$ cat config.mk
export PLATFORM = sky130hd
export DESIGN_NAME = ssb_fifo
export DESIGN_NICKNAME = d
export VERILOG_FILES = /design/src/rtl/ssb_pkg.sv /design/src/rtl/ssb_fifo.sv
export SDC_FILE = /design/constraint.sdc
export NUM_CORES = 1
export LEC_CHECK = 0
export ABC_AREA = 1
export CAP_MARGIN = 20
export CORE_UTILIZATION = 55
export DETAILED_ROUTE_END_ITERATION = 16
export DONT_BUFFER_PORTS = 1
export PLACE_DENSITY = 0.73
export SETUP_SLACK_MARGIN = 0.02
export SLEW_MARGIN = 15
export SYNTH_ARGS = -nofsm -noshare
export SYNTH_HDL_FRONTEND = slang
export SYNTH_SLANG_ARGS = --single-unit
$ cat constraint.sdc
create_clock -name i_clk -period 1.7 [get_ports i_clk]
set_clock_uncertainty 0.05 [all_clocks]
set_input_delay 0 -clock i_clk [delete_from_list [all_inputs] [get_ports i_clk]]
set_output_delay 0 -clock i_clk [all_outputs]
set_load 0.01 [all_outputs]
$ cat src/rtl/ssb_pkg.sv
// Shared types, constants and register codes of the sub-pixel shift block.
// Used by every module in rtl; depends on nothing.
package ssb_pkg;

    // Default sizes of the frame store and the fixed-point position
    localparam int MAX_WIDTH_DEF  = 512;
    localparam int MAX_HEIGHT_DEF = 512;
    localparam int FRAC_BITS_DEF  = 8;

    // Fixed field widths and the queue depth
    localparam int POS_W      = 9;
    localparam int CH_W       = 16;
    localparam int PIX_W      = 4 * CH_W;
    localparam int OFF_W      = 19;
    localparam int DIM_W      = 10;
    localparam int EDGE_W     = 2;
    localparam int CFG_IDX_W  = 3;
    localparam int CFG_DATA_W = 19;
    localparam int FIFO_DEPTH = 4;

    // Operation codes of an input word
    localparam logic OP_LOAD   = 1'b0;
    localparam logic OP_RENDER = 1'b1;

    // Edge modes
    localparam logic [EDGE_W-1:0] EDGE_ZERO  = 2'd0;
    localparam logic [EDGE_W-1:0] EDGE_TILE  = 2'd1;
    localparam logic [EDGE_W-1:0] EDGE_CLAMP = 2'd2;

    // Configuration register indexes
    localparam logic [CFG_IDX_W-1:0] REG_OFFSET_X     = 3'd0;
    localparam logic [CFG_IDX_W-1:0] REG_OFFSET_Y     = 3'd1;
    localparam logic [CFG_IDX_W-1:0] REG_INTEGER_MODE = 3'd2;
    localparam logic [CFG_IDX_W-1:0] REG_EDGE_MODE    = 3'd3;
    localparam logic [CFG_IDX_W-1:0] REG_IMAGE_WIDTH  = 3'd4;
    localparam logic [CFG_IDX_W-1:0] REG_IMAGE_HEIGHT = 3'd5;
    localparam logic [CFG_IDX_W-1:0] REG_MAX_CHANNEL  = 3'd6;

    // Reset values of the sizing registers
    localparam logic [DIM_W-1:0] WIDTH_RST  = 10'd512;
    localparam logic [DIM_W-1:0] HEIGHT_RST = 10'd512;
    localparam logic [CH_W-1:0]  MAXCH_RST  = 16'd255;

    typedef struct packed {
        logic signed [OFF_W-1:0] offset_x;
        logic signed [OFF_W-1:0] offset_y;
        logic                    int_mode;
        logic [EDGE_W-1:0]       edge_mode;
        logic [DIM_W-1:0]        width;
        logic [DIM_W-1:0]        height;
        logic [CH_W-1:0]         max_channel;
    } t_cfg;

    // Control bits of one frame store access in the queue
    typedef struct packed {
        logic is_load;
        logic zero;
        logic first;
        logic last;
        logic int_mode;
    } t_ctrl;

endpackage

$ cat src/rtl/ssb_fifo.sv
// Short queue between the address front end and the blend back end.
// Depends on ssb_pkg for its default depth.
module ssb_fifo #(
    parameter int W     = 8,
    parameter int DEPTH = ssb_pkg::FIFO_DEPTH
) (
    input  logic         i_clk,
    input  logic         i_rst_n,
    input  logic         i_valid,
    output logic         o_ready,
    input  logic [W-1:0] i_data,
    output logic         o_valid,
    input  logic         i_ready,
    output logic [W-1:0] o_data
);

    localparam int PW = (DEPTH > 1) ? $clog2(DEPTH) : 1;
    localparam int CNW = $clog2(DEPTH + 1);

    logic [W-1:0]   r_mem [DEPTH];
    logic [PW-1:0]  r_wr, r_rd;
    logic [CNW-1:0] r_cnt;
    logic           push, pop;

    assign o_ready = (r_cnt != CNW'(DEPTH));
    assign o_valid = (r_cnt != '0);
    assign o_data  = r_mem[r_rd];
    assign push    = i_valid && o_ready;
    assign pop     = o_valid && i_ready;

    // Store a word at the write pointer
    always_ff @(posedge i_clk) begin
        if (push) begin
            r_mem[r_wr] <= i_data;
        end
    end

    // Advance pointers and track the fill
    always_ff @(posedge i_clk) begin
        if (!i_rst_n) begin
            r_wr  <= '0;
            r_rd  <= '0;
            r_cnt <= '0;
        end else begin
            if (push) begin
                r_wr <= (r_wr == PW'(DEPTH - 1)) ? '0 : r_wr + 1'b1;
            end
            if (pop) begin
                r_rd <= (r_rd == PW'(DEPTH - 1)) ? '0 : r_rd + 1'b1;
            end
            if (push && !pop) begin
                r_cnt <= r_cnt + 1'b1;
            end else if (pop && !push) begin
                r_cnt <= r_cnt - 1'b1;
            end
        end
    end

endmodule

==> impl_metrics.json <==
{
  "worstSkewPairLatency_ps": 330,
  "crit_fanout": 3,
  "antenna_found_initial": 0,
  "diodes": 0,
  "core_sq_mm": 0.00283,
  "cts.path.max_buffers": 2,
  "gp_congestion": 0.757,
  "grt-ovfl-total": 0,
  "syn_area_per_cell_sq_um": 11.6,
  "grt_use_met2_pct": 38.7,
  "routed_wl_um": 2950,
  "cts_buffers": 5,
  "fp-row-count": 19,
  "portBuffers": 0,
  "synth_top_area_share_pct": 56.8,
  "hold_violations": 0,
  "drt_iter0_markers": 23,
  "synth_area_leader_cell": "edfxtp_1",
  "setup_tns_ps": 0,
  "htreeDepth": 2,
  "fillCellCount": 196,
  "synthDistinctLibCells": 19,
  "grt_pass1_vias": 1117,
  "worstPathRequired_ps": 1880,
  "io_pins": 22,
  "setup_viol_count_final": 0,
  "maxCapViolations": 0,
  "hold_ws_ps": 304,
  "start_util_pct": 59.8,
  "cp.arrival_ps": 1830,
  "top_usage_layer": "met2",
  "die_area_sq_mm": 0.00330,
  "drtPass1Iterations": 4,
  "grt_max_degree": 17,
  "fin_nets": 192,
  "yosysSeqAreaShare_pct": 67.5,
  "critPathLaunchType": "register",
  "die_x_um": 57.4,
  "fin_util_pct": 70.4,
  "fin_crit_ps": 1650,
  "power_density_mw_per_mm2": 1430,
  "yosys_register_bits": 41,
  "synth_nets": 165,
  "placed_cell_area_sq_mm": 0.00179,
  "synthCells": 146,
  "cts_tree": "built",
  "path_clk_slew_ps": 120,
  "max_clock_freq_ghz": 0.606,
  "slew_violations": 0,
  "rsz0062_at_grt": "yes",
  "vias": 1080,
  "fin_total_pwr_mw": 2.84,
  "dp_hpwl_um": 2040,
  "fin_crit_sh_pct": 97.1,
  "grt_util_met1_pct": 20.6,
  "yosysWarningCount": 0,
  "final_area_sq_mm": 0.00199,
  "synth_area_leaders": "edfxtp_1, dfxtp_1, nor2_1, ha_1, o21ai_0",
  "slew_headroom_pct": 76.3,
  "cp-end-kind": "register",
  "leakagePower_nw": 0.767,
  "rrSetupSlack_ps": 50,
  "drc": 0,
  "area_delta_synth_final_pct": 17.8,
  "status": "finished clean",
  "viasPerCell": 5.27,
  "wl_per_cell_um": 14.4,
  "grtUsageMet3_pct": 7.26,
  "clock_sinks": 41,
  "syn_area_sq_mm": 0.00169,
  "worstSetupPathType": "register to register",
  "min_path_type": "input port to register",
  "track_usage_pct": 20.4,
  "drive_above_1_share_pct": 19.5,
  "grt_pass1_wl_um": 4840,
  "final_cell_mix": "nor2_1, edfxtp_1, inv_1, o21ai_0",
  "worst_pin_slew_ps": 355,
  "cts-root-buf": "clkbuf_4",
  "drtAntennaViolNets": 0,
  "die_y_um": 57.4,
  "ir_drop_mv": 1.07
}
through the flow:
stage               std cells  setup slack, ps
floorplan                 146             5.82
global placement          184             75.0
detailed placement        184             19.1
CTS                       205             22.0
global route              205            -20.2
finish                    205             49.1
path summary, 6_finish.rpt:
path | endpoint | cells after the start | from
max | r_cnt[1] | 9 | r_cnt[1]
min | r_mem[1][5] | 1 | i_data[5]
max reg2reg | r_cnt[1] | 9 | r_cnt[1]
min reg2reg | r_wr[1] | 2 | r_wr[1]
Yosys cell counts:
library cell	n
o21ai_0	14
nand4_1	1
ha_1	6
o22ai_1	8
edfxtp_1	32
nor2_1	32
o21ai_2	3
a21oi_1	2
nand3_1	1
nand2_2	2
inv_1	16
nand2_1	13
dfxtp_1	9
buf_6	2
nand3b_1	1
o21ai_1	1
inv_2	1
fa_1	1
nor2_2	1
routing by layer:
layer / part of all wire, % / up-vias / routed length [um]
met1: 38 / 501 / 1120
met5: 0 / - / 0
met3: 5.3 / 2 / 157
met4: 0.54 / 0 / 16
met2: 56 / 25 / 1660
li1: - / 552 / -
layout make-up:
| cell class | instances | area, sq um | area share, % |
|---|---|---|---|
| multi-input cells | 86 | 497 | 25.0 |
| well taps | 31 | 38.8 | 1.95 |
| clock inverters | 1 | 5.00 | 0.251 |
| repair buffers | 22 | 193 | 9.68 |
| flip-flops and latches | 41 | 1150 | 57.7 |
| clock buffers | 7 | 45.0 | 2.26 |
| inverters | 17 | 63.8 | 3.21 |
cells by family (layout without fill, tap and decap cells):
| logic type | count (synthesis) | after routing | synth area share [%] |
|---|---|---|---|
| AO/OA/AOI/OAI | 28 | 28 | 9.55 |
| flip-flops | 41 | 41 | 67.5 |
| buffers and inverters | 19 | 47 | 5.11 |
| AND/OR/NAND/NOR | 51 | 51 | 12.2 |
| adder cells (fa/ha/maj) | 7 | 7 | 5.63 |
power by group:
part / internal, mW / leakage (nW) / total [mW] / switching [mW]
registers: 1.26 / 0.369 / 1.38 / 0.125
logic: 0.410 / 0.368 / 1.01 / 0.601
clock network: 0.161 / 0.0293 / 0.443 / 0.281
total: 1.83 / 0.767 / 2.84 / 1.01
worst max-delay path: stages (launching register included):
cell	delay, ps
dfxtp_4	370
nor2_4	130
nand2_2	90
nand2_4	70
inv_2	50
ha_4	150
inv_2	50
fa_2	420
o21ai_1	140
nor2_1	40
registers in the layout, indices dropped and copies added, names as in the netlist, named ones only:
register / flops
r_wr: 2
r_mem: 32
r_rd: 2
r_cnt: 3
what timing repair did:
action	4_1_cts	5_1_grt
buffers inserted	1	1
hold buffers	12	1
gates resized for setup	2	7
setup endpoints to repair	2	5
endpoints found under the hold margin	41	3
pin swaps	0	3
Power figures use the tool's default switching activity.
