`src/rtl/ssb_pkg.sv`:
```
// Shared types, constants and register codes of the sub-pixel shift block.
// Used by every module in rtl; depends on nothing.
package ssb_pkg;

    // Default sizes of the frame store and the fixed-point position
    localparam int MAX_WIDTH_DEF  = 512;
    localparam int MAX_HEIGHT_DEF = 512;
    localparam int FRAC_BITS_DEF  = 8;

    // Fixed field widths and the queue depth
    localparam int POS_W      = 9;
    localparam int CH_W       = 16;
    localparam int PIX_W      = 4 * CH_W;
    localparam int OFF_W      = 19;
    localparam int DIM_W      = 10;
    localparam int EDGE_W     = 2;
    localparam int CFG_IDX_W  = 3;
    localparam int CFG_DATA_W = 19;
    localparam int FIFO_DEPTH = 4;

    // Operation codes of an input word
    localparam logic OP_LOAD   = 1'b0;
    localparam logic OP_RENDER = 1'b1;

    // Edge modes
    localparam logic [EDGE_W-1:0] EDGE_ZERO  = 2'd0;
    localparam logic [EDGE_W-1:0] EDGE_TILE  = 2'd1;
    localparam logic [EDGE_W-1:0] EDGE_CLAMP = 2'd2;

    // Configuration register indexes
    localparam logic [CFG_IDX_W-1:0] REG_OFFSET_X     = 3'd0;
    localparam logic [CFG_IDX_W-1:0] REG_OFFSET_Y     = 3'd1;
    localparam logic [CFG_IDX_W-1:0] REG_INTEGER_MODE = 3'd2;
    localparam logic [CFG_IDX_W-1:0] REG_EDGE_MODE    = 3'd3;
    localparam logic [CFG_IDX_W-1:0] REG_IMAGE_WIDTH  = 3'd4;
    localparam logic [CFG_IDX_W-1:0] REG_IMAGE_HEIGHT = 3'd5;
    localparam logic [CFG_IDX_W-1:0] REG_MAX_CHANNEL  = 3'd6;

    // Reset values of the sizing registers
    localparam logic [DIM_W-1:0] WIDTH_RST  = 10'd512;
    localparam logic [DIM_W-1:0] HEIGHT_RST = 10'd512;
    localparam logic [CH_W-1:0]  MAXCH_RST  = 16'd255;

    typedef struct packed {
        logic signed [OFF_W-1:0] offset_x;
        logic signed [OFF_W-1:0] offset_y;
        logic                    int_mode;
        logic [EDGE_W-1:0]       edge_mode;
        logic [DIM_W-1:0]        width;
        logic [DIM_W-1:0]        height;
        logic [CH_W-1:0]         max_channel;
    } t_cfg;

    // Control bits of one frame store access in the queue
    typedef struct packed {
        logic is_load;
        logic zero;
        logic first;
        logic last;
        logic int_mode;
    } t_ctrl;

endpackage

```
`src/rtl/ssb_front.sv`:
```
// Front end: takes input words, computes source positions, edge handling,
// store addresses and blend weights, and issues one store access per cycle while the queue has room.
// Depends on ssb_pkg.
module ssb_front #(
    parameter int MAX_WIDTH  = ssb_pkg::MAX_WIDTH_DEF,
    parameter int MAX_HEIGHT = ssb_pkg::MAX_HEIGHT_DEF,
    parameter int FRAC_BITS  = ssb_pkg::FRAC_BITS_DEF,
    localparam int AW = $clog2(MAX_WIDTH * MAX_HEIGHT),
    localparam int WW = 2 * FRAC_BITS + 1
) (
    input  logic                          i_clk,
    input  logic                          i_rst_n,
    input  logic                          i_valid,
    output logic                          o_ready,
    input  logic                          i_operation,
    input  logic [ssb_pkg::POS_W-1:0]     i_pos_x,
    input  logic [ssb_pkg::POS_W-1:0]     i_pos_y,
    input  logic [ssb_pkg::PIX_W-1:0]     i_pixel,
    input  ssb_pkg::t_cfg                 i_cfg,
    output logic                          o_push,
    input  logic                          i_q_ready,
    output ssb_pkg::t_ctrl                o_ctrl,
    output logic [AW-1:0]                 o_addr,
    output logic [ssb_pkg::PIX_W-1:0]     o_data,
    output logic [WW-1:0]                 o_weight
);

    localparam int POS_W = ssb_pkg::POS_W;
    localparam int OFF_W = ssb_pkg::OFF_W;
    localparam int SXW = ((POS_W + FRAC_BITS > OFF_W) ? POS_W + FRAC_BITS : OFF_W) + 2;
    localparam int DWW = $clog2(MAX_WIDTH + 1);
    localparam int DWH = $clog2(MAX_HEIGHT + 1);
    localparam int DW0 = (DWW > DWH) ? DWW : DWH;
    localparam int DW  = (DW0 > ssb_pkg::DIM_W) ? DW0 : ssb_pkg::DIM_W;
    localparam int CW  = ((SXW - FRAC_BITS + 1) > (DW + 1)) ? SXW - FRAC_BITS + 1 : DW + 1;
    localparam int XW  = $clog2(MAX_WIDTH);
    localparam int YW  = $clog2(MAX_HEIGHT);
    localparam int KW  = $clog2(CW + 1);

    localparam logic signed [SXW-1:0] HALF = SXW'(1 << (FRAC_BITS - 1));
    localparam logic signed [SXW-1:0] ONEM = SXW'((1 << FRAC_BITS) - 1);
    localparam logic [FRAC_BITS:0]    ONE_U = (FRAC_BITS + 1)'(1 << FRAC_BITS);

    localparam logic [1:0] S_IDLE = 2'd0;
    localparam logic [1:0] S_DIV  = 2'd1;
    localparam logic [1:0] S_EMIT = 2'd2;

    // Input holding stage
    logic                      r_a_valid;
    logic                      r_a_op;
    logic [POS_W-1:0]          r_a_px, r_a_py;
    logic [ssb_pkg::PIX_W-1:0] r_a_pix;

    // Issue stage
    logic [1:0]                r_b_state;
    logic                      r_b_op;
    logic [ssb_pkg::PIX_W-1:0] r_b_pix;
    logic signed [CW-1:0]      r_x, r_y;
    logic [FRAC_BITS-1:0]      r_fx, r_fy;
    logic [1:0]                r_k;

    // Remainder units for tile mode
    logic [CW-1:0]             r_xmag, r_ymag;
    logic [DW-1:0]             r_xrem, r_yrem;
    logic                      r_xneg, r_yneg;
    logic [KW-1:0]             r_cnt;

    logic [DW-1:0]             w_ext, h_ext, w_sat, h_sat;
    logic signed [SXW-1:0]     sx, sy, tx, ty, tzx, tzy;
    logic signed [CW-1:0]      x0, y0;
    logic [FRAC_BITS-1:0]      fx0, fy0;
    logic                      load_ok, take, single, last_k, emit_last;
    logic [DW:0]               xtr, ytr, xnr, ynr;
    logic [DW-1:0]             xfin, yfin;
    logic signed [CW-1:0]      ws, hs, cx, cy, mx, my;
    logic                      outside;
    logic [FRAC_BITS:0]        gx, gy, wx, wy;
    logic [2*FRAC_BITS+1:0]    wprod;

    // Saturate the image size to the store, a zero size counting as one
    always_comb begin
        w_ext = DW'(i_cfg.width);
        h_ext = DW'(i_cfg.height);
        w_sat = (w_ext == '0) ? DW'(1) : ((w_ext > DW'(MAX_WIDTH)) ? DW'(MAX_WIDTH) : w_ext);
        h_sat = (h_ext == '0) ? DW'(1) : ((h_ext > DW'(MAX_HEIGHT)) ? DW'(MAX_HEIGHT) : h_ext);
        ws    = CW'(w_sat);
        hs    = CW'(h_sat);
    end

    // Form the source position and its integer and fraction parts
    always_comb begin
        sx  = $signed({{(SXW - POS_W - FRAC_BITS){1'b0}}, r_a_px, {FRAC_BITS{1'b0}}})
            + $signed({{(SXW - OFF_W){i_cfg.offset_x[OFF_W-1]}}, i_cfg.offset_x});
        sy  = $signed({{(SXW - POS_W - FRAC_BITS){1'b0}}, r_a_py, {FRAC_BITS{1'b0}}})
            + $signed({{(SXW - OFF_W){i_cfg.offset_y[OFF_W-1]}}, i_cfg.offset_y});
        tx  = sx + HALF;
        ty  = sy + HALF;
        tzx = tx + (tx[SXW-1] ? ONEM : '0);
        tzy = ty + (ty[SXW-1] ? ONEM : '0);
        if (i_cfg.int_mode) begin
            x0  = CW'($signed(tzx[SXW-1:FRAC_BITS]));
            y0  = CW'($signed(tzy[SXW-1:FRAC_BITS]));
            fx0 = '0;
            fy0 = '0;
        end else begin
            x0  = CW'($signed(sx[SXW-1:FRAC_BITS]));
            y0  = CW'($signed(sy[SXW-1:FRAC_BITS]));
            fx0 = sx[FRAC_BITS-1:0];
            fy0 = sy[FRAC_BITS-1:0];
        end
        load_ok = (32'(r_a_px) < MAX_WIDTH) && (32'(r_a_py) < MAX_HEIGHT);
    end

    // One remainder step per cycle, with the positive fix-up on the last
    always_comb begin
        xtr  = {r_xrem, r_xmag[CW-1]};
        ytr  = {r_yrem, r_ymag[CW-1]};
        xnr  = (xtr >= {1'b0, w_sat}) ? xtr - {1'b0, w_sat} : xtr;
        ynr  = (ytr >= {1'b0, h_sat}) ? ytr - {1'b0, h_sat} : ytr;
        xfin = (r_xneg && xnr[DW-1:0] != '0) ? w_sat - xnr[DW-1:0] : xnr[DW-1:0];
        yfin = (r_yneg && ynr[DW-1:0] != '0) ? h_sat - ynr[DW-1:0] : ynr[DW-1:0];
    end

    // Neighbor coordinate, edge handling, address and weight
    always_comb begin
        single    = (r_b_op == ssb_pkg::OP_LOAD) || i_cfg.int_mode;
        last_k    = single || (r_k == 2'd3);
        emit_last = (r_b_state == S_EMIT) && i_q_ready && last_k;
        cx        = r_x + CW'(r_k[0]);
        cy        = r_y + CW'(r_k[1]);
        outside   = 1'b0;
        mx        = cx;
        my        = cy;
        if (r_b_op == ssb_pkg::OP_RENDER) begin
            unique case (i_cfg.edge_mode)
                ssb_pkg::EDGE_TILE: begin
                    mx = (cx == ws) ? '0 : cx;
                    my = (cy == hs) ? '0 : cy;
                end
                ssb_pkg::EDGE_CLAMP: begin
                    mx = (cx < 0) ? '0 : ((cx > ws - CW'(1)) ? ws - CW'(1) : cx);
                    my = (cy < 0) ? '0 : ((cy > hs - CW'(1)) ? hs - CW'(1) : cy);
                end
                default: begin
                    outside = (cx < 0) || (cx >= ws) || (cy < 0) || (cy >= hs);
                end
            endcase
        end
        o_addr = AW'(my[YW-1:0]) * AW'(MAX_WIDTH) + AW'(mx[XW-1:0]);
        gx     = ONE_U - {1'b0, r_fx};
        gy     = ONE_U - {1'b0, r_fy};
        wx     = r_k[0] ? {1'b0, r_fx} : gx;
        wy     = r_k[1] ? {1'b0, r_fy} : gy;
        wprod  = wx * wy;
    end

    assign o_weight        = wprod[WW-1:0];
    assign o_data          = r_b_pix;
    assign o_push          = (r_b_state == S_EMIT);
    assign o_ctrl.is_load  = (r_b_op == ssb_pkg::OP_LOAD);
    assign o_ctrl.zero     = outside;
    assign o_ctrl.first    = (r_k == 2'd0);
    assign o_ctrl.last     = last_k;
    assign o_ctrl.int_mode = i_cfg.int_mode;

    assign take    = r_a_valid && ((r_b_state == S_IDLE) || emit_last);
    assign o_ready = !r_a_valid || take;

    // Hold the accepted word until the issue stage takes it
    always_ff @(posedge i_clk) begin
        if (!i_rst_n) begin
            r_a_valid <= 1'b0;
        end else if (i_valid && o_ready) begin
            r_a_valid <= 1'b1;
        end else if (take) begin
            r_a_valid <= 1'b0;
        end
    end

    always_ff @(posedge i_clk) begin
        if (i_valid && o_ready) begin
            r_a_op  <= i_operation;
            r_a_px  <= i_pos_x;
            r_a_py  <= i_pos_y;
            r_a_pix <= i_pixel;
        end
    end

    // Issue sequencer: take, reduce for tile mode, emit accesses
    always_ff @(posedge i_clk) begin
        if (!i_rst_n) begin
            r_b_state <= S_IDLE;
            r_k       <= '0;
            r_cnt     <= '0;
        end else if (take) begin
            r_k   <= '0;
            r_cnt <= '0;
            if (r_a_op == ssb_pkg::OP_LOAD) begin
                r_b_state <= load_ok ? S_EMIT : S_IDLE;
            end else if (i_cfg.edge_mode == ssb_pkg::EDGE_TILE) begin
                r_b_state <= S_DIV;
            end else begin
                r_b_state <= S_EMIT;
            end
        end else begin
            unique case (r_b_state)
                S_DIV: begin
                    r_cnt <= r_cnt + 1'b1;
                    if (r_cnt == KW'(CW - 1)) begin
                        r_b_state <= S_EMIT;
                    end
                end
                S_EMIT: begin
                    if (i_q_ready) begin
                        if (last_k) begin
                            r_b_state <= S_IDLE;
                        end else begin
                            r_k <= r_k + 1'b1;
                        end
                    end
                end
                default: begin
                    r_b_state <= S_IDLE;
                end
            endcase
        end
    end

    // Issue payload and remainder datapath
    always_ff @(posedge i_clk) begin
        if (take) begin
            r_b_op  <= r_a_op;
            r_b_pix <= r_a_pix;
            r_xrem  <= '0;
            r_yrem  <= '0;
            if (r_a_op == ssb_pkg::OP_LOAD) begin
                r_x  <= CW'(r_a_px);
                r_y  <= CW'(r_a_py);
                r_fx <= '0;
                r_fy <= '0;
            end else begin
                r_x    <= x0;
                r_y    <= y0;
                r_fx   <= fx0;
                r_fy   <= fy0;
                r_xneg <= x0[CW-1];
                r_yneg <= y0[CW-1];
                r_xmag <= x0[CW-1] ? CW'(-x0) : CW'(x0);
                r_ymag <= y0[CW-1] ? CW'(-y0) : CW'(y0);
            end
        end else if (r_b_state == S_DIV) begin
            r_xrem <= xnr[DW-1:0];
            r_yrem <= ynr[DW-1:0];
            r_xmag <= r_xmag << 1;
            r_ymag <= r_ymag << 1;
            if (r_cnt == KW'(CW - 1)) begin
                r_x <= CW'(xfin);
                r_y <= CW'(yfin);
            end
        end
    end

endmodule

```
`config.mk`:
```
export PLATFORM = sky130hd
export DESIGN_NAME = ssb_front
export DESIGN_NICKNAME = d
export VERILOG_FILES = /design/src/rtl/ssb_pkg.sv /design/src/rtl/ssb_front.sv
export SDC_FILE = /design/constraint.sdc
export NUM_CORES = 1
export LEC_CHECK = 0
export ABC_AREA = 1
export BUFFER_PORTS_ARGS = -buffer_cell sky130_fd_sc_hd__buf_2
export CAP_MARGIN = 20
export CORE_MARGIN = 1
export CORE_UTILIZATION = 59
export CTS_CLUSTER_SIZE = 30
export DETAILED_ROUTE_END_ITERATION = 6
export PLACE_DENSITY_LB_ADDON = 0.05
export SLEW_MARGIN = 20
export SYNTH_ARGS = -nofsm -noshare
export SYNTH_HDL_FRONTEND = slang
export SYNTH_SLANG_ARGS = --single-unit
```
`constraint.sdc`:
```
create_clock -name i_clk -period 7.6 [get_ports i_clk]
set_input_delay 1.52 -clock i_clk [delete_from_list [all_inputs] [get_ports i_clk]]
set_output_delay 1.52 -clock i_clk [all_outputs]
set_load 0.005 [all_outputs]
```
==> reports/qor.csv <==
stage,metric,value,unit
logic_synthesis,syn_inst,2362,
logic_synthesis,synth_area,0.01945,mm^2
timing,period_share,97.65,%
placement,dpl.hpwl,39830,um
setup_path,crit_required,6.08,ns
floorplanning,num_io_pins,270,
global_routing,antenna_found_initial,1,
logic_synthesis,ys.flop_type,edfxtp_1,
hold_path,hold_class,reg -> reg,
global_routing,grtUsageTotal,29.33,%
power_and_ir_drop,p_sw_share,34.22,%
global_routing,grt_max_degree,64,
floorplanning,die_area,0.03370,mm^2
power_and_ir_drop,irDropWorstVdd,0.2376,mV
timing,tightestPinTransition,1.133,ns
setup_path,crit-reg2reg-capture,r_ymag[10],
layout,diodes,0,
route,detail_route.wl_per_cell,15.99,um
clock_network,cts_buffer_depth,3,
setup_path,arrival,5.90,ns
timing,fmax,0.1347,GHz
route,dr.first_iter.drc_count,1092,
route,drc,0,
timing,setup_ws,0.1785,ns
placement,gp_congestion,0.9893,
route,post_drt_via_cell_ratio,5.385,
setup_path,r2r_start,r_a_py[0],
layout,final_cell_mix,"nand2_1, inv_1, buf_2",
power_and_ir_drop,clkPwrFrac,29.3,%
run_status,status,"complete, no violations",
setup_path,reg2reg_depth,31,
timing,timing.hold.ws,0.4133,ns
global_routing,first_global_vias,16085,
clock_network,cts_buffers,27,
logic_synthesis,synth-async-reset-ratio,0,%
power_and_ir_drop,powerDensity,211.1,mW/mm^2
clock_network,ctsHoldBuffers,0,
floorplanning,dieHeight,183.6,um
floorplanning,row_count,66,
clock_network,cts_num_sinks,249,
hold_path,holdPathEnd,o_data[42],
setup_path,crit_fanout,3,
power_and_ir_drop,comb_power_share,37.2,%
power_and_ir_drop,p_switching,0.001640,W
timing,slew_headroom,24.26,%
power_and_ir_drop,seq_power_share,33.5,%
timing,finalHoldViolCount,0,
placement,post-place-ws,0.2519,ns
run,maxCapViolCount,0,
logic_synthesis,ys_types,65,
logic_synthesis,avgSynthCellArea,8.236,um^2
layout,nNetsFinal,3057,
setup_path,crit_path_frequent_cell,inv_2,
placement,io_buffers,253,
global_routing,grt_pass1_wl,78610,um
layout,drive_gt1_share,18.87,%
route,antenna_left,0,
floorplanning,core,0.03245,mm^2
timing,setup_viol,0,
route,wirelength,50020,um
logic_synthesis,yosysSeqAreaShare,36.95,%
floorplanning,initial_core_util,59.94,%
clock_network,clk_pin_slew,0.06,ns
setup_path,cp_slowest_cell,fa_1,
hold_path,holdCritStartpoint,r_a_pix[42],
clock_network,cts-htree-levels,1,
logic_synthesis,synth_edf_count,220,
layout,layout_commonest_cell,nand2_1,
clock_network,cts_tree,done,
floorplanning,die_w,183.6,um
clock_network,clk_latency,0.56,ns
setup_path,slowest_delay,0.51,ns
timing,grt_setup_unrepaired,true,
route,first_pass_iters,5,
route,via_count,16849,
layout,area_growth,16.70,%
setup_path,worstSetupEndpointType,output pin,
timing,skew,0.03397,ns
logic_synthesis,yosys_warnings,0,
timing,final_max_slew_viol_count,0,
power_and_ir_drop,p_leak,11.01,nW
clock_network,root_buffer,clkbuf_16,
setup_path,worstSetupStartpointType,flop,
global_routing,overflow,0,
setup_path,worstSetupPathType,reg -> out,
timing,fin_crit,7.421,ns
setup_path,regToRegSetupSlack,2.35,ns
power_and_ir_drop,intPower,0.003151,W
logic_synthesis,ys_seq_elements,249,
hold_path,whs_path_depth,0,
metal layers:
layer	vias up	GRT usage (%)	part of all wire [%]
met4	2	10.07	3.2
li1	8385	-	-
met2	565	48.50	46
met1	7798	38.61	43
met5	-	0	0.026
met3	99	5.468	7.5
cells in the mapped netlist, drive strengths merged, types with 3 or more instances:
master	n	area [um^2]
a211oi	4	40.03
a21boi	3	26.28
a21o	6	45.04
a21oi	110	580.6
a221oi	3	26.28
a31oi	10	81.33
buf	14	120.1
clkbuf	20	75.07
clkinv	4	15.01
dfxtp	29	580.6
edfxtp	220	6606
fa	55	1101
ha	172	2152
inv	419	1573
nand2	551	2171
nand3	111	598.1
nand3b	8	60.06
nand4	43	305.3
nor2	237	932.1
nor3	35	196.4
nor4	10	68.81
o2111ai	4	35.03
o211ai	16	125.1
o21a	7	52.55
o21ai	120	626.8
o21bai	6	48.80
o22ai	26	181.4
or2	6	37.54
xnor2	30	277.8
xor2	73	639.4
through the flow:
step	power (W)	setup TNS, ns	instance area (um^2)	std cells	utilization (%)
after floorplan	0.002781	0	19460	2363	-
after global placement	0.003186	0	21330	3056	65.71
after detailed placement	0.003235	0	21330	3056	65.71
after CTS	0.004652	0	22340	3110	68.85
after global routing	0.005097	-0.2316	22700	3129	69.95
final	0.004791	0	22700	3129	69.95
power groups by stage:
| stage | Combinational [W] | Sequential (W) | Clock (W) |
|---|---|---|---|
| finish | 0.00178 | 0.00160 | 0.00140 |
| global route | 0.00202 | 0.00161 | 0.00147 |
| CTS | 0.00163 | 0.00160 | 0.00142 |
| detailed placement | 0.00160 | 0.00163 | 0 |
| global placement | 0.00156 | 0.00163 | 0 |
| floorplan | 0.00116 | 0.00162 | 0 |
final cells by class:
cell class                      count  area (um^2)
Multi-Input combinational cell   1657        10700
Fill cell                        2664         9753
Sequential cell                   249         7188
Timing Repair Buffer              308         1704
Inverter                          423         1593
Clock buffer                       34        742.0
Tap cell                          442        553.0
Clock inverter                     16        219.0
worst max-delay path by stage:
stage / startpoint / endpoint / slack (ns)
final: r_fx[1] / o_weight[15] / 0.18
after global routing: r_fy[0] / o_weight[16] / -0.12
after CTS: r_fx[1] / o_weight[16] / 0.003
after detailed placement: r_fx[0] / o_weight[15] / 0.25
after global placement: r_fx[0] / o_weight[15] / 0.32
after floorplan: r_fy[0] / o_weight[15] / 0.58
what timing repair did:
item / CTS / global route
endpoints found under the setup margin: 3 / 17
buffers inserted: 4 / 19
resized for setup: 8 / 51
pin swaps: 3 / 43
registers in the layout, summed over array words and instances (netlist names):
signal	count
r_x	13
r_xmag	14
r_b_op	1
r_a_op	1
r_fx	8
r_y	13
r_k	2
r_xrem	10
r_yrem	10
r_a_px	9
r_a_pix	64
r_fy	8
o_data	64
r_ymag	14
r_a_py	9
r_b_state	2
r_xneg	1
r_cnt	4
r_a_valid	1
r_yneg	1
kinds of logic (layout without fill, tap and decap cells):
group | count (synthesis) | in the layout | share of synthesized area, %
xor+xnor | 103 | 103 | 4.715
flops | 249 | 249 | 36.95
other cells | 1 | 2 | 0.01928
compound gates | 321 | 321 | 9.873
buf+inv | 457 | 781 | 9.166
simple gates | 1004 | 1004 | 22.56
fa+ha+maj | 227 | 227 | 16.72
critical path: cells and delay by family, from the launching register on:
kind	cells	cell delay (ns)
adder cells (fa/ha/maj)	6	2.10
buffers and inverters	10	0.66
AO/OA/AOI/OAI	9	1.29
flip-flops	1	0.43
AND/OR/NAND/NOR	6	0.57
XOR/XNOR	2	0.31
Power figures use the tool's default switching activity.
